## config.mk

```make
export PLATFORM = sky130hd
export DESIGN_NAME = led_strip_bit_encoder
export DESIGN_NICKNAME = d
export VERILOG_FILES = /design/src/lsbe_pkg.sv /design/src/lsbe_ctrl.sv /design/src/lsbe_dpath.sv /design/src/led_strip_bit_encoder.sv
export SDC_FILE = /design/constraint.sdc
export NUM_CORES = 1
export LEC_CHECK = 0
export BUFFER_PORTS_ARGS = -buffer_cell sky130_fd_sc_hd__buf_2
export CAP_MARGIN = 40
export CORE_UTILIZATION = 34
export CTS_BUF_LIST = sky130_fd_sc_hd__clkbuf_8
export DETAILED_ROUTE_END_ITERATION = 12
export PLACE_DENSITY = 0.61
export SETUP_SLACK_MARGIN = 0.4
export SYNTH_ARGS = -nofsm -noshare
export SYNTH_HDL_FRONTEND = slang
export SYNTH_SLANG_ARGS = --single-unit
```

## constraint.sdc

```tcl
create_clock -name clk -period 8.3 [get_ports clk]
set_input_delay 0.415 -clock clk [delete_from_list [all_inputs] [get_ports clk]]
set_output_delay 0.415 -clock clk [all_outputs]
set_load 0.1 [all_outputs]
```

## src/lsbe_pkg.sv

```systemverilog
// ----------------------------------------------------------------------------
// lsbe_pkg: shared constants and types for the LED strip bit encoder
// Holds default sizes, register codes, reset values and the bundles that pass
// between the controller and the datapath.
// ----------------------------------------------------------------------------
package lsbe_pkg;

  // default sizes handed to the top level
  localparam int LED_COUNT_DEF   = 16;
  localparam int RESET_SLOTS_DEF = 50;

  // bits per LED, green-red-blue, eight bits each
  localparam int LED_BITS = 24;
  localparam int CHAN_W   = 8;

  // configuration port
  localparam int CFG_IDX_W  = 2;
  localparam int CFG_DATA_W = 16;
  localparam int BRIGHT_W   = 6;
  localparam int CODE_W     = 16;

  localparam logic [CFG_IDX_W-1:0] CFG_BRIGHTNESS   = 2'd0;
  localparam logic [CFG_IDX_W-1:0] CFG_BRIGHT_EN    = 2'd1;
  localparam logic [CFG_IDX_W-1:0] CFG_ONE_CODE     = 2'd2;
  localparam logic [CFG_IDX_W-1:0] CFG_ZERO_CODE    = 2'd3;

  // register reset values
  localparam logic [BRIGHT_W-1:0] BRIGHT_MAX     = 6'd45;
  localparam logic [CODE_W-1:0]   ONE_CODE_RST   = 16'd60;
  localparam logic [CODE_W-1:0]   ZERO_CODE_RST  = 16'd30;

  // divide by 45 as multiply by reciprocal and shift; exact for products
  // up to 255 * 45
  localparam int SCALE_DEN   = 45;
  localparam int SCALE_SHIFT = 19;
  localparam int PROD_W      = CHAN_W + BRIGHT_W;
  localparam logic [PROD_W-1:0] SCALE_RECIP =
    PROD_W'(((1 << SCALE_SHIFT) + SCALE_DEN - 1) / SCALE_DEN);

  // controller to datapath commands
  typedef struct packed {
    logic wr;          // store the input colour
    logic start_led;   // read colour at pointer, advance pointer
    logic start_tail;  // rewind pointer, clear slot counter
    logic mul1;        // channel times brightness
    logic mul2;        // divide by 45
    logic emit_bit;    // load one bit code into the output register
    logic emit_tail;   // load one zero tail code into the output register
  } cmd_t;

  // datapath to controller status
  typedef struct packed {
    logic ptr_end;     // every LED sent
    logic out_free;    // output register can take a code this cycle
    logic bit_last;    // counter on the final bit of an LED
    logic tail_last;   // counter on the final tail slot
  } sts_t;

endpackage

```

## src/lsbe_ctrl.sv

```systemverilog
// ----------------------------------------------------------------------------
// lsbe_ctrl: sequencing state machine
// Accepts one item at a time, steps the datapath through read, scale and
// emission of bit codes or the reset tail.
// ----------------------------------------------------------------------------
module lsbe_ctrl (
  input  logic            clk,
  input  logic            rst_n,
  input  logic            in_valid,
  input  logic            in_op,
  output logic            in_stall,
  input  lsbe_pkg::sts_t  sts,
  output lsbe_pkg::cmd_t  cmd
);

  typedef enum logic [4:0] {
    ST_IDLE = 5'b00001,
    ST_MUL1 = 5'b00010,
    ST_MUL2 = 5'b00100,
    ST_SEND = 5'b01000,
    ST_TAIL = 5'b10000
  } state_t;

  state_t state_r, state_nxt;
  logic   accept;

  assign in_stall = (state_r != ST_IDLE);
  assign accept   = in_valid && (state_r == ST_IDLE);

  // next state and commands
  always_comb begin
    state_nxt = state_r;
    cmd       = '0;
    case (state_r)
      ST_IDLE: begin
        if (accept) begin
          if (!in_op) begin
            cmd.wr = 1'b1;
          end else if (sts.ptr_end) begin
            cmd.start_tail = 1'b1;
            state_nxt      = ST_TAIL;
          end else begin
            cmd.start_led = 1'b1;
            state_nxt     = ST_MUL1;
          end
        end
      end
      ST_MUL1: begin
        cmd.mul1  = 1'b1;
        state_nxt = ST_MUL2;
      end
      ST_MUL2: begin
        cmd.mul2  = 1'b1;
        state_nxt = ST_SEND;
      end
      ST_SEND: begin
        cmd.emit_bit = sts.out_free;
        if (sts.out_free && sts.bit_last) begin
          state_nxt = ST_IDLE;
        end
      end
      ST_TAIL: begin
        cmd.emit_tail = sts.out_free;
        if (sts.out_free && sts.tail_last) begin
          state_nxt = ST_IDLE;
        end
      end
      default: begin
        state_nxt = ST_IDLE;
      end
    endcase
  end

  // hold state
  always_ff @(posedge clk) begin
    if (!rst_n) begin
      state_r <= ST_IDLE;
    end else begin
      state_r <= state_nxt;
    end
  end

endmodule

```

## src/lsbe_dpath.sv

```systemverilog
// ----------------------------------------------------------------------------
// lsbe_dpath: colour store, brightness scaling and code output register
// Holds the configuration registers, the per-LED colour memory with its
// valid bits, the send pointer, the scaler and the bit shifter.
// ----------------------------------------------------------------------------
module lsbe_dpath #(
  parameter int LED_COUNT   = lsbe_pkg::LED_COUNT_DEF,
  parameter int RESET_SLOTS = lsbe_pkg::RESET_SLOTS_DEF
) (
  input  logic                              clk,
  input  logic                              rst_n,
  input  logic [7:0]                        in_led_index,
  input  logic [lsbe_pkg::CHAN_W-1:0]       in_red,
  input  logic [lsbe_pkg::CHAN_W-1:0]       in_green,
  input  logic [lsbe_pkg::CHAN_W-1:0]       in_blue,
  input  logic                              cfg_wr_en,
  input  logic [lsbe_pkg::CFG_IDX_W-1:0]    cfg_index,
  input  logic [lsbe_pkg::CFG_DATA_W-1:0]   cfg_wdata,
  input  lsbe_pkg::cmd_t                    cmd,
  output lsbe_pkg::sts_t                    sts,
  input  logic                              out_stall,
  output logic                              out_valid,
  output logic [lsbe_pkg::CODE_W-1:0]       out_duty_code,
  output logic                              out_last_of_run,
  output logic                              out_frame_end
);

  localparam int IDX_W  = (LED_COUNT > 1) ? $clog2(LED_COUNT) : 1;
  localparam int PTR_W  = $clog2(LED_COUNT + 1);
  localparam int CNT_MAX = (RESET_SLOTS > lsbe_pkg::LED_BITS) ? RESET_SLOTS
                                                             : lsbe_pkg::LED_BITS;
  localparam int CNT_W  = $clog2(CNT_MAX);
  localparam int BITS   = lsbe_pkg::LED_BITS;
  localparam int CW     = lsbe_pkg::CHAN_W;
  localparam int PW     = lsbe_pkg::PROD_W;
  localparam int SH     = lsbe_pkg::SCALE_SHIFT;

  // configuration registers
  logic [lsbe_pkg::BRIGHT_W-1:0] bright_r;
  logic                          bright_en_r;
  logic [lsbe_pkg::CODE_W-1:0]   one_code_r;
  logic [lsbe_pkg::CODE_W-1:0]   zero_code_r;
  logic [lsbe_pkg::BRIGHT_W-1:0] bright_wr;

  // colour store
  logic [BITS-1:0]      mem [LED_COUNT];
  logic [LED_COUNT-1:0] vld_r;
  logic [BITS-1:0]      rd_data_r;
  logic                 rd_vld_r;
  logic                 wr_hit;
  logic [IDX_W-1:0]     wr_idx;
  logic [IDX_W-1:0]     rd_idx;

  // pointer, counter, scaler, shifter
  logic [PTR_W-1:0]          ptr_r;
  logic [CNT_W-1:0]          cnt_r;
  logic [BITS-1:0]           raw;
  logic [BITS-1:0]           raw_r;
  logic [2:0][PW-1:0]        prod_nxt;
  logic [2:0][PW-1:0]        prod_r;
  logic [2:0][2*PW-1:0]      quot_full;
  logic [BITS-1:0]           scaled;
  logic [BITS-1:0]           word_r;

  // output register
  logic                        out_valid_r;
  logic [lsbe_pkg::CODE_W-1:0] code_r;
  logic                        last_r;
  logic                        tail_r;

  // clamp brightness writes to the scale denominator
  assign bright_wr = (cfg_wdata[lsbe_pkg::BRIGHT_W-1:0] > lsbe_pkg::BRIGHT_MAX)
                     ? lsbe_pkg::BRIGHT_MAX : cfg_wdata[lsbe_pkg::BRIGHT_W-1:0];

  always_ff @(posedge clk) begin
    if (!rst_n) begin
      bright_r    <= lsbe_pkg::BRIGHT_MAX;
      bright_en_r <= 1'b1;
      one_code_r  <= lsbe_pkg::ONE_CODE_RST;
      zero_code_r <= lsbe_pkg::ZERO_CODE_RST;
    end else if (cfg_wr_en) begin
      case (cfg_index)
        lsbe_pkg::CFG_BRIGHTNESS: bright_r    <= bright_wr;
        lsbe_pkg::CFG_BRIGHT_EN:  bright_en_r <= cfg_wdata[0];
        lsbe_pkg::CFG_ONE_CODE:   one_code_r  <= cfg_wdata;
        lsbe_pkg::CFG_ZERO_CODE:  zero_code_r <= cfg_wdata;
        default: begin
        end
      endcase
    end
  end

  // drop writes beyond the strip
  assign wr_hit = cmd.wr && (in_led_index < 8'(LED_COUNT));
  assign wr_idx = in_led_index[IDX_W-1:0];
  assign rd_idx = ptr_r[IDX_W-1:0];

  // memory write and registered read
  always_ff @(posedge clk) begin
    if (wr_hit) begin
      mem[wr_idx] <= {in_green, in_red, in_blue};
    end
    if (cmd.start_led) begin
      rd_data_r <= mem[rd_idx];
    end
  end

  // entry valid bits: an unwritten entry reads as black
  always_ff @(posedge clk) begin
    if (!rst_n) begin
      vld_r    <= '0;
      rd_vld_r <= 1'b0;
    end else begin
      if (wr_hit) begin
        vld_r[wr_idx] <= 1'b1;
      end
      if (cmd.start_led) begin
        rd_vld_r <= vld_r[rd_idx];
      end
    end
  end

  // advance or rewind the send pointer
  always_ff @(posedge clk) begin
    if (!rst_n) begin
      ptr_r <= '0;
    end else if (cmd.start_tail) begin
      ptr_r <= '0;
    end else if (cmd.start_led) begin
      ptr_r <= ptr_r + 1'b1;
    end
  end

  // slot counter: cleared at the start of each send step
  always_ff @(posedge clk) begin
    if (!rst_n) begin
      cnt_r <= '0;
    end else if (cmd.start_led || cmd.start_tail) begin
      cnt_r <= '0;
    end else if (cmd.emit_bit || cmd.emit_tail) begin
      cnt_r <= cnt_r + 1'b1;
    end
  end

  // scale each channel: multiply by brightness, then by reciprocal of 45
  assign raw = rd_vld_r ? rd_data_r : '0;

  always_comb begin
    for (int i = 0; i < 3; i++) begin
      prod_nxt[i]  = PW'(raw[i*CW +: CW]) * PW'(bright_r);
      quot_full[i] = (2*PW)'(prod_r[i]) * (2*PW)'(lsbe_pkg::SCALE_RECIP);
      scaled[i*CW +: CW] = quot_full[i][SH +: CW];
    end
  end

  always_ff @(posedge clk) begin
    if (cmd.mul1) begin
      prod_r <= prod_nxt;
      raw_r  <= raw;
    end
    if (cmd.mul2) begin
      word_r <= bright_en_r ? scaled : raw_r;
    end else if (cmd.emit_bit) begin
      word_r <= {word_r[BITS-2:0], 1'b0};
    end
  end

  // output register: load a code when free, drop valid when taken
  always_ff @(posedge clk) begin
    if (!rst_n) begin
      out_valid_r <= 1'b0;
    end else if (cmd.emit_bit || cmd.emit_tail) begin
      out_valid_r <= 1'b1;
    end else if (!out_stall) begin
      out_valid_r <= 1'b0;
    end
  end

  always_ff @(posedge clk) begin
    if (cmd.emit_bit) begin
      code_r <= word_r[BITS-1] ? one_code_r : zero_code_r;
      last_r <= sts.bit_last;
      tail_r <= 1'b0;
    end else if (cmd.emit_tail) begin
      code_r <= '0;
      last_r <= sts.tail_last;
      tail_r <= 1'b1;
    end
  end

  // status to the controller
  assign sts.ptr_end   = (ptr_r == PTR_W'(LED_COUNT));
  assign sts.out_free  = !out_valid_r || !out_stall;
  assign sts.bit_last  = (cnt_r == CNT_W'(BITS - 1));
  assign sts.tail_last = (cnt_r == CNT_W'(RESET_SLOTS - 1));

  assign out_valid       = out_valid_r;
  assign out_duty_code   = code_r;
  assign out_last_of_run = last_r;
  assign out_frame_end   = tail_r;

endmodule

```

## src/led_strip_bit_encoder.sv

```systemverilog
// ----------------------------------------------------------------------------
// led_strip_bit_encoder: colour store to pulse code stream for an LED strip
// Stores one colour per LED and emits per-bit pulse compare codes.
// ----------------------------------------------------------------------------
// Usage:
//  Input channel (in_valid / in_stall): op 0 writes red, green and blue at
//  led_index (ignored beyond the strip) and sends no item out.
//  Op 1 is a send step: it emits the 24 codes of the LED at the send pointer,
//  green-red-blue, MSB first, or, once every LED has gone, a tail of
//  RESET_SLOTS zero codes with frame_end set, which rewinds the pointer.
//  Output channel (out_valid / out_stall): one code per item, last_of_run
//  marks the final code of a send step.
//  The first LED code passes through the colour memory read, the brightness
//  multiply and the divide by 45 before the output register; a tail code
//  goes straight to the output register, the single register that every code
//  passes through. Codes then leave one per cycle while the output does not
//  stall. One item is worked on at a time; the next is taken once the final
//  code sits in the output register.
//  A stall on the output holds the current code and pauses the sequence.
//  Reset clears the colour store to black, the pointer to the first LED and
//  the registers to brightness 45, scaling on, codes 60 and 30.
// ----------------------------------------------------------------------------
module led_strip_bit_encoder #(
  parameter int LED_COUNT   = lsbe_pkg::LED_COUNT_DEF,
  parameter int RESET_SLOTS = lsbe_pkg::RESET_SLOTS_DEF
) (
  input  logic                              clk,
  input  logic                              rst_n,
  input  logic                              in_valid,
  output logic                              in_stall,
  input  logic                              in_op,
  input  logic [7:0]                        in_led_index,
  input  logic [lsbe_pkg::CHAN_W-1:0]       in_red,
  input  logic [lsbe_pkg::CHAN_W-1:0]       in_green,
  input  logic [lsbe_pkg::CHAN_W-1:0]       in_blue,
  output logic                              out_valid,
  input  logic                              out_stall,
  output logic [lsbe_pkg::CODE_W-1:0]       out_duty_code,
  output logic                              out_last_of_run,
  output logic                              out_frame_end,
  input  logic                              cfg_wr_en,
  input  logic [lsbe_pkg::CFG_IDX_W-1:0]    cfg_index,
  input  logic [lsbe_pkg::CFG_DATA_W-1:0]   cfg_wdata
);

  lsbe_pkg::cmd_t cmd;
  lsbe_pkg::sts_t sts;

  // sequencing
  lsbe_ctrl u_ctrl (
    .clk      (clk),
    .rst_n    (rst_n),
    .in_valid (in_valid),
    .in_op    (in_op),
    .in_stall (in_stall),
    .sts      (sts),
    .cmd      (cmd)
  );

  // storage, scaling and output
  lsbe_dpath #(
    .LED_COUNT   (LED_COUNT),
    .RESET_SLOTS (RESET_SLOTS)
  ) u_dpath (
    .clk             (clk),
    .rst_n           (rst_n),
    .in_led_index    (in_led_index),
    .in_red          (in_red),
    .in_green        (in_green),
    .in_blue         (in_blue),
    .cfg_wr_en       (cfg_wr_en),
    .cfg_index       (cfg_index),
    .cfg_wdata       (cfg_wdata),
    .cmd             (cmd),
    .sts             (sts),
    .out_stall       (out_stall),
    .out_valid       (out_valid),
    .out_duty_code   (out_duty_code),
    .out_last_of_run (out_last_of_run),
    .out_frame_end   (out_frame_end)
  );

endmodule

```

==> reports/results.tsv, run 1 <==
metric	value	unit
r2r_cells	18	
dpl.hpwl	51100	um
combPwrFrac	14.1	%
outcome	complete, no violations	
crit_path_top_delay_cell	edfxtp_1	
start_util	34.4	%
rows	117	
crit_family	adder cells	
path_clk_slew	0.06	ns
grt_pass1_vias	20600	
leakagePower	15.9	nW
drcViolationCount	0	
clk_path_buf_depth	3	
ys_types	68	
p_sw	1.70	mW
grt_pass1_wl	116000	um
cts_tree	built	
syn_inst	2573	
swShare	25.2	%
nNetsFinal	3332	
setup_slack	2.81	ns
clkPwrFrac	37.8	%
maxCapViolCount	0	
synth_warnings	0	
r2r-start	u_dpath.prod_r[3]	
crit_top_cell	fa_1	
hold_viol_final	0	
gp_congestion	0.804	
grt_usage	14.2	%
pre_cts_slack	2.81	ns
finalCriticalPeriod	5.49	ns
tns	0	ns
numPortBuffers	75	
die_h	323	um
setup_viol	0	
power	6.75	mW
syn_avg_cell_area	13.6	sq um
drt_wl_total	73000	um
critPathKind	reg -> reg	
hold_start	in_blue[4]	
synth_area	35100	sq um
vias_per_cell	4.77	
slowest_delay	0.50	ns
dieArea	105000	sq um
ys.flop_type	edfxtp_1	
p_per_area	171	nW/um^2
worst_setup_path_start_kind	flip-flop	
num-fill-cells	9658	
tightest_slew	0.906	ns
grt_max_degree	82	
numCtsBuffers	94	
vias	19900	
drt_iter0_markers	955	
hold_path_depth	1	
cp_cell_sequence	ha_1 > ha_1 > fa_1 > fa_1 > inv_1 > fa_1 > fa_1 > inv_1 > ha_1 > and4_4 > and4_1 > o2111ai_1 > a21oi_2 > a311oi_4 > o211ai_2 > a21o_1 > a311oi_1 > nor2_1	
worst_ir_drop_vdd	0.133	mV
drive_gt1_share	14.7	%
rsz0062_at_grt	no	
rr_endpoint	u_dpath.word_r[6]	
r2r_setup_slack	2.81	ns
relSlewSlack	39.6	%
max_freq	182	MHz
insertion_delay	0.69	ns
crit_arrival	5.93	ns
fin_crit_sh	66.1	%
required	8.75	ns
intPower	5.05	mW
overflow	0	
ios	76	
ant_nets	0	
path_max_fanout	6	
seqPwrFrac	48.2	%
hold_slack	0.0992	ns
core_area	102000	sq um
die_w	323	um
synth.net_count	3195	
slew_violations	0	
ys_seq_area_share	48.3	%
min_path_type	in -> reg	
worst-path-buf-inv	2	
crit_path_end_kind	flip-flop	
dr.pass1.iters	5	
synthArstFlopShare	0	%
antenna_found_initial	15	
htree_levels	3	
ys_seq_elements	589	
wire_per_inst	17.5	um
skew	0.0308	ns
synth-edff-count	515	
cts.sinks	589	
syn_to_final_growth	12.7	%
min_to	u_dpath.mem[3][4]	
root_buffer	clkbuf_8	
[per-stage QoR]
step                      cells  util, %  area [sq um]
after floorplan            2573        -         35100
after global placement     3952     36.4         37200
after detailed placement   3966     36.7         37500
after CTS                  4158     38.8         39600
after global routing       4159     38.8         39600
final                      4159     38.8         39600
[routing by layer]
| metal | global-route usage (%) | vias up | wire, um |
|---|---|---|---|
| met4 | 3.77 | 16 | 1180 |
| met3 | 2.22 | 109 | 2800 |
| met5 | 0 | - | 92 |
| li1 | - | 9467 | - |
| met2 | 23.9 | 322 | 35900 |
| met1 | 19.0 | 9942 | 33000 |
[cell usage in the layout (no fill, tap or decap), types with 8 or more instances in the layout]
| cell type | count |
|---|---|
| buf_2 | 76 |
| edfxtp_1 | 515 |
| o21a_1 | 18 |
| nand4_1 | 13 |
| o21bai_1 | 20 |
| xnor2_1 | 61 |
| clkinv_2 | 15 |
| ha_1 | 379 |
| a21oi_1 | 75 |
| buf_4 | 25 |
| dlygate4sd3_1 | 16 |
| a21boi_0 | 26 |
| nor3_1 | 8 |
| nor2_1 | 56 |
| nand2b_1 | 9 |
| nor2_4 | 13 |
| mux4_2 | 125 |
| xor2_1 | 36 |
| nand3_1 | 20 |
| and3_1 | 70 |
| a21o_1 | 41 |
| mux2i_1 | 25 |
| and2_1 | 39 |
| dfxtp_1 | 69 |
| o21ai_0 | 40 |
| inv_1 | 361 |
| clkbuf_8 | 98 |
| nand2_1 | 203 |
| fa_1 | 187 |
| clkinv_1 | 27 |
| bufinv_16 | 9 |
[cell usage after synthesis, drive strengths merged (21+ instances only)]
cell,instances,share of area (%)
a21boi,26,0.56
a21o,41,0.88
a21oi,77,1.1
and2,39,0.70
and3,70,1.2
clkbuf,69,0.74
dfxtp,74,4.2
edfxtp,515,44
fa,187,11
ha,379,14
inv,342,3.7
mux2i,25,0.71
mux4,125,8.0
nand2,203,2.2
nor2,69,0.76
o21ai,44,0.63
o21bai,21,0.46
xnor2,61,1.5
xor2,36,0.90
[area by class of cell]
type	count	area, sq um	share of cell area [%]
Inverter	342	1280	3.24
Clock inverter	78	589	1.49
Sequential cell	589	17000	42.9
Clock buffer	98	1350	3.41
Antenna cell	1	2.50	0.00632
Tap cell	1368	1710	4.33
Multi-Input combinational cell	1553	16600	42.0
Timing Repair Buffer	130	1040	2.62
[state kept, by name, indices dropped and copies added (netlist names), 16 cells and up]
| register | cells |
|---|---|
| u_dpath.vld_r | 16 |
| u_dpath.out_duty_code | 16 |
| u_dpath.rd_data_r | 24 |
| u_dpath.raw_r | 24 |
| u_dpath.mem | 384 |
| u_dpath.one_code_r | 16 |
| u_dpath.word_r | 24 |
| u_dpath.zero_code_r | 16 |
| u_dpath.prod_r | 42 |
[worst max path at each step]
stage | startpoint | endpoint | slack (ns) | cells after the start
2_1_floorplan | u_ctrl.state_r[2] | u_ctrl.state_r[0] | 1.94 | 3
3_3_place_gp | u_dpath.prod_r[3] | u_dpath.word_r[6] | 2.89 | 17
3_5_place_dp | u_dpath.prod_r[3] | u_dpath.word_r[6] | 2.81 | 18
4_1_cts | u_dpath.prod_r[3] | u_dpath.word_r[6] | 2.80 | 18
5_1_grt | u_dpath.prod_r[3] | u_dpath.word_r[6] | 2.63 | 18
6_report | u_dpath.prod_r[3] | u_dpath.word_r[6] | 2.81 | 18
[cell families after synthesis]
kind of cell / synth area share (%)
xor+xnor: 2.42
buf+inv: 4.67
mux: 8.73
compound gates: 5.11
flops: 48.3
fa+ha+maj: 24.2
simple gates: 6.60
[power by group through the flow]
| stage | Combinational (mW) | Sequential [mW] | Clock, mW |
|---|---|---|---|
| after CTS | 0.964 | 3.25 | 2.62 |
| after floorplan | 0.723 | 3.30 | 0 |
| after detailed placement | 0.950 | 3.31 | 0 |
| final | 0.951 | 3.25 | 2.55 |
| after global routing | 1.09 | 3.25 | 2.74 |
| after global placement | 0.941 | 3.31 | 0 |
[worst register-to-register path: stages (launching register included)]
cell       delay [ns]
edfxtp_1         0.50
ha_1             0.40
ha_1             0.31
fa_1             0.46
fa_1             0.49
inv_1            0.05
fa_1             0.45
fa_1             0.49
inv_1            0.04
ha_1             0.30
and4_4           0.20
and4_1           0.20
o2111ai_1        0.13
a21oi_2          0.11
a311oi_4         0.44
o211ai_2         0.18
a21o_1           0.18
a311oi_1         0.25
nor2_1           0.07
[what timing repair did]
| action | in CTS | in global routing |
|---|---|---|
| buffers inserted | 0 | 0 |
| hold buffers | 16 | 0 |
| hold endpoints to repair | 36 | 0 |
| resized for setup | 0 | 0 |
(Power assumes the default switching activity.)
==> inputs of run 2 (changes only) <==
PLACE_DENSITY = 0.62   (was 0.61)
clock period = 4.5 ns   (was 8.3 ns; I/O delays follow)
==> reports/results.tsv, run 2 (synthesized netlist as in run 1, its figures left out) <==
metric	value	unit	change
cp_cell_sequence	ha_4 > ha_4 > fa_1 > fa_1 > inv_1 > fa_1 > fa_1 > inv_2 > ha_4 > and4_4 > and4_1 > o2111ai_2 > a21oi_2 > a311oi_4 > buf_6 > o211ai_4 > nand3_1 > a311oi_1 > nor2_1		
setup_viol	24		+24
die_w	323	um	unchanged
crit_path_top_delay_cell	edfxtp_1		
grt_pass1_wl	122000	um	+5.3%
path_clk_slew	0.07	ns	about the same
drcViolationCount	0		unchanged
slew_violations	0		unchanged
setup_slack	-0.634	ns	-3.45 ns
cts_tree	built		
vias_per_cell	4.73		-0.92%
grt_max_degree	68		-17%
layout_commonest_cell	edfxtp_1		
worst_setup_path_start_kind	flip-flop		
outcome	complete, but fails checks		
dr.pass1.iters	7		+2
dieArea	105000	sq um	unchanged
drt_wl_total	77200	um	+5.8%
grt_usage	15.0	%	+0.75 points
finalCriticalPeriod	5.13	ns	-0.352 ns
nNetsFinal	3599		+8.0%
rsz0062_at_grt	yes		
vias	20900		+5.2%
numCtsBuffers	93		-1.1%
crit_top_cell	fa_1		
wire_per_inst	17.5	um	-0.40%
root_buffer	clkbuf_8		
drive_gt1_share	27.6	%	+13 points
relSlewSlack	39.5	%	-0.098 points
required	4.94	ns	-3.81 ns
worst-path-buf-inv	3		+1
syn_to_final_growth	21.8	%	
path_max_fanout	4		-2
final_core_util	41.9	%	+3.1 points
drt_iter0_markers	1141		+19%
start_util	34.4	%	unchanged
maxCapViolCount	0		unchanged
slowest_delay	0.51	ns	about the same
violations	setup timing		
layout_common_cells	edfxtp_1 (515), inv_1 (339), ha_1 (324)		
ios	76		unchanged
overflow	0		unchanged
top_register	u_dpath.mem		
crit_path_end_kind	flip-flop		
core_area	102000	sq um	unchanged
rows	117		unchanged
critPathKind	reg -> reg		
skew	0.0216	ns	-0.00918 ns
finalInstanceArea	42700	sq um	+8.0%
insertion_delay	0.69	ns	about the same
die_h	323	um	unchanged
fin_crit_sh	114	%	+48 points
pre_cts_slack	-0.781	ns	-3.59 ns
numPortBuffers	75		unchanged
largest_reg_flops	384		unchanged
tightest_slew	0.908	ns	+0.00146 ns
p_per_area	300	nW/um^2	+76%
leakagePower	17.3	nW	+8.4%
grt_pass1_vias	22100		+7.1%
reg_top3	u_dpath.mem: 384 flops, u_dpath.prod_r: 42 flops		
max_freq	195	MHz	+6.9%
clk_path_buf_depth	3		unchanged
min_path_type	in -> reg		
crit_arrival	5.57	ns	-0.36 ns
gp_congestion	0.812		+1.0%
placed_area	39000	sq um	+4.2%
antenna_found_initial	11		-4
ant_nets	0		unchanged
hold_viol_final	0		unchanged
cts.sinks	589		unchanged
worst_ir_drop_vdd	0.263	mV	+97%
htree_levels	3		unchanged
tns	-9.85	ns	-9.85 ns
dpl.hpwl	52500	um	+2.9%
crit_family	adder cells		
## run 2: cell types whose count changed in the layout (fill, tap and decap cells not counted), sizes merged
cell	change
buf	+234
dlygate4sd3	+31
clkinv	-11
bufinv	-6
inv	+6
clkbuf	+3
clkinvlp	-2
diode	+2
bufbuf	+1
dlymetal6s2s	+1
## run 2: worst paths after layout
check,startpoint,to,slack [ns],cells after the start
worst max-delay path,u_dpath.prod_r[3],u_dpath.word_r[6],-0.63,19
worst min-delay path,in_op,u_ctrl.state_r[4],0.13,4
worst max register to register,u_dpath.prod_r[3],u_dpath.word_r[6],-0.63,19
worst min register to register,u_dpath.vld_r[8],u_dpath.vld_r[8],0.46,1
## run 2: per-stage QoR
step	std cells	hold slack (ns)	power [mW]
2_1_floorplan	2573	0.324	7.51
3_3_place_gp	4142	0.441	8.28
3_5_place_dp	4146	0.448	8.30
4_1_cts	4387	0.0822	12.9
5_1_grt	4416	0.123	13.5
6_report	4418	0.135	12.8
## run 2: what timing repair did
action | in CTS | in global routing
hold buffers | 47 | 0
resized for setup | 117 | 102
endpoints found under the setup margin | 33 | 34
pin swaps | 61 | 85
gates cloned | 1 | 2
buffers inserted | 28 | 25
hold endpoints to repair | 425 | 0
## run 2: worst min-delay path, stage by stage
cell and delay, ns:
buf_2 0.17, and3_1 0.20, nand2_1 0.08, a21boi_0 0.07
## run 2: layer usage
layer  track usage [%]  routed length (um)  up-vias
met2              25.6               38400      426
met5                 0                  27        -
met1              19.7               33900    10400
li1                  -                   -     9986
met4              3.98                1390        4
met3              2.27                3490      100
## run 2: cell type report
cell class                 instances  area [sq um]
inverter                         342          1280
multi-input combinational       1553         17800
antenna                            3          7.51
clock buffer                     100          1380
tap                             1368          1710
sequential                       589         17000
clock inverter                    65           374
timing repair buffer             398          3190
fill                            9387         59300
## run 2: power breakdown
group          switching, mW  internal [mW]
Sequential            0.0381           5.95
Combinational           1.24           1.24
Clock                   2.10           2.23
==> inputs of run 3 (changes only) <==
--- a/config.mk
+++ b/config.mk
@@ -13,4 +13,5 @@
 export PLACE_DENSITY = 0.62
 export SETUP_SLACK_MARGIN = 0.4
+export SLEW_MARGIN = 25
 export SYNTH_ARGS = -nofsm -noshare
 export SYNTH_HDL_FRONTEND = slang
==> constraint.sdc (replaced) <==
create_clock -name clk -period 4.5 [get_ports clk]
set_input_delay 0.45 -clock clk [delete_from_list [all_inputs] [get_ports clk]]
set_output_delay 0.45 -clock clk [all_outputs]
set_load 0.1 [all_outputs]
==> reports/results.tsv, run 3 (synthesized netlist as in run 1, its figures left out) <==
metric	value	unit	change
hold_viol_final	0		unchanged
drt_iter0_markers	976		-14%
die_h	323	um	unchanged
cts.sinks	589		unchanged
gp_congestion	0.812		unchanged
numPortBuffers	75		unchanged
insertion_delay	0.68	ns	about the same
power	13.0	mW	+1.7%
setup_viol	24		unchanged
pre_cts_slack	-0.775	ns	+0.00625 ns
ant_nets	0		unchanged
relSlewSlack	49.7	%	+10 points
maxCapViolCount	0		unchanged
dpl.hpwl	52600	um	+0.21%
grt_pass1_vias	21800		-1.3%
p_per_area	305	nW/um^2	+1.9%
finalInstanceArea	42700	sq um	-0.14%
antenna_found_initial	15		+4
rows	117		unchanged
dieArea	105000	sq um	unchanged
die_w	323	um	unchanged
syn_to_final_growth	21.6	%	
crit_top_cell	fa_1		
finalCriticalPeriod	5.12	ns	-0.0161 ns
crit_path_end_kind	flip-flop		
r2r-start	u_dpath.prod_r[3]		
path_max_fanout	4		unchanged
path_clk_slew	0.06	ns	about the same
top_register	u_dpath.mem		
multi_input_area	17900	sq um	+0.64%
drt_wl_total	77300	um	+0.11%
grt_max_degree	68		unchanged
dp.cells	4145		-0.024%
seqPwrFrac	46.0	%	-0.8 points
min_path_type	in -> reg		
skew	0.0261	ns	+0.00453 ns
placed_area	39000	sq um	about the same
worst_ir_drop_vdd	0.354	mV	+35%
outcome	complete, but fails checks		
critPathKind	reg -> reg		
max_freq	195	MHz	+0.31%
largest_reg_flops	384		unchanged
drive_gt1_share	28.8	%	+1.2 points
overflow	0		unchanged
swShare	26.4	%	+0.071 points
tns	-11.31	ns	-1.46 ns
dr.pass1.iters	5		-2
layout_common_cells	edfxtp_1 (515), inv_1 (336), ha_1 (322)		
slowest_delay	0.52	ns	about the same
tightest_slew	0.752	ns	-0.156 ns
layout_commonest_cell	edfxtp_1		
setup_slack	-0.618	ns	+0.0161 ns
intPower	9.58	mW	+1.7%
regArea	17000	sq um	about the same
cts_tree	built		
vias_per_cell	4.76		+0.65%
final_cell_count_no_fill	4396		-0.50%
violations	setup timing		
crit_family	adder cells		
drcViolationCount	0		unchanged
crit_arrival	5.52	ns	-0.05 ns
root_buffer	clkbuf_8		
leakagePower	17.2	nW	-0.62%
slew_violations	0		unchanged
combPwrFrac	19.8	%	+0.4 points
nNetsFinal	3572		-0.75%
clk_path_buf_depth	3		unchanged
clkPwrFrac	34.2	%	+0.4 points
vias	20900		+0.15%
rsz0062_at_grt	yes		
grt_usage	14.9	%	-0.072 points
required	4.90	ns	-0.04 ns
hold_start	in_blue[2]		
fin_crit_sh	114	%	-0.36 points
numCtsBuffers	92		-1.1%
grt_pass1_wl	121000	um	-0.57%
htree_levels	3		unchanged
crit_path_top_delay_cell	edfxtp_1		
worst-path-buf-inv	3		unchanged
worst_setup_path_start_kind	flip-flop		
wire_per_inst	17.6	um	+0.61%
start_util	34.4	%	unchanged
r2r_setup_slack	-0.62	ns	+0.02 ns
crit_start	u_dpath.prod_r[3]		
num-fill-cells	9378		-0.096%
cp_cell_sequence	ha_4 > ha_4 > fa_1 > fa_1 > inv_1 > fa_1 > fa_1 > inv_2 > ha_4 > and4_4 > and4_1 > o2111ai_2 > a21oi_2 > a311oi_4 > buf_6 > o211ai_4 > a31oi_1 > xnor2_1 > o22ai_1		
core_area	102000	sq um	unchanged
ios	76		unchanged
reg_top3	u_dpath.mem: 384 flops, u_dpath.prod_r: 42 flops		
p_sw	3.44	mW	+2.0%
[run 3: cell types whose count changed in the layout (fill, tap and decap cells not counted), sizes merged]
cell          previous run  this run
dlygate4sd3             47        16
buf                    348       355
clkinv                  31        36
inv                    372       368
clkinvlp                 1         3
diode                    3         1
bufinv                   3         4
clkbuf                 101       102
dlymetal6s2s             1         0
[run 3: routing by layer]
metal	vias to the layer above	track usage [%]	part of all wire, %
li1	9968	-	-
met1	10400	19.6	44
met2	393	25.5	50
met3	129	2.15	4.2
met4	12	3.98	2.1
met5	-	0	0.097
[run 3: power groups by stage]
stage	sequential, mW	combinational, mW	clock (mW)
6_report	5.99	2.58	4.46
5_1_grt	5.99	2.88	4.82
4_1_cts	5.99	2.42	4.58
3_5_place_dp	6.11	2.20	0
3_3_place_gp	6.10	2.18	0
2_1_floorplan	6.09	1.43	0
[run 3: path summary, 6_finish.rpt]
check / end / cells after the start
setup / recovery: u_dpath.word_r[7] / 19
hold / removal: u_dpath.mem[0][2] / 1
setup reg to reg: u_dpath.word_r[7] / 19
hold reg to reg: u_dpath.vld_r[2] / 1
[run 3: metrics by stage]
step                hold slack (ns)  util, %
global route                  0.109     41.8
CTS                          0.0853     41.0
floorplan                     0.435        -
detailed placement            0.448     38.2
global placement              0.441     38.2
finish                        0.152     41.8
[run 3: repair_timing]
item                                   4_1_cts  5_1_grt
endpoints found under the hold margin       32        0
gates cloned                                 1        1
gates resized for setup                    109      138
setup endpoints to repair                   34       34
buffers inserted                            25       32
pin swaps                                   62      117
hold buffers                                16        0
[run 3: layout make-up]
cell class / count / area share [%]
Antenna cell: 1 / 0.00586
Clock buffer: 102 / 3.29
Clock inverter: 69 / 1.00
Inverter: 342 / 3.01
Multi-Input combinational cell: 1553 / 42.0
Sequential cell: 589 / 39.8
Tap cell: 1368 / 4.01
Timing Repair Buffer: 372 / 6.89
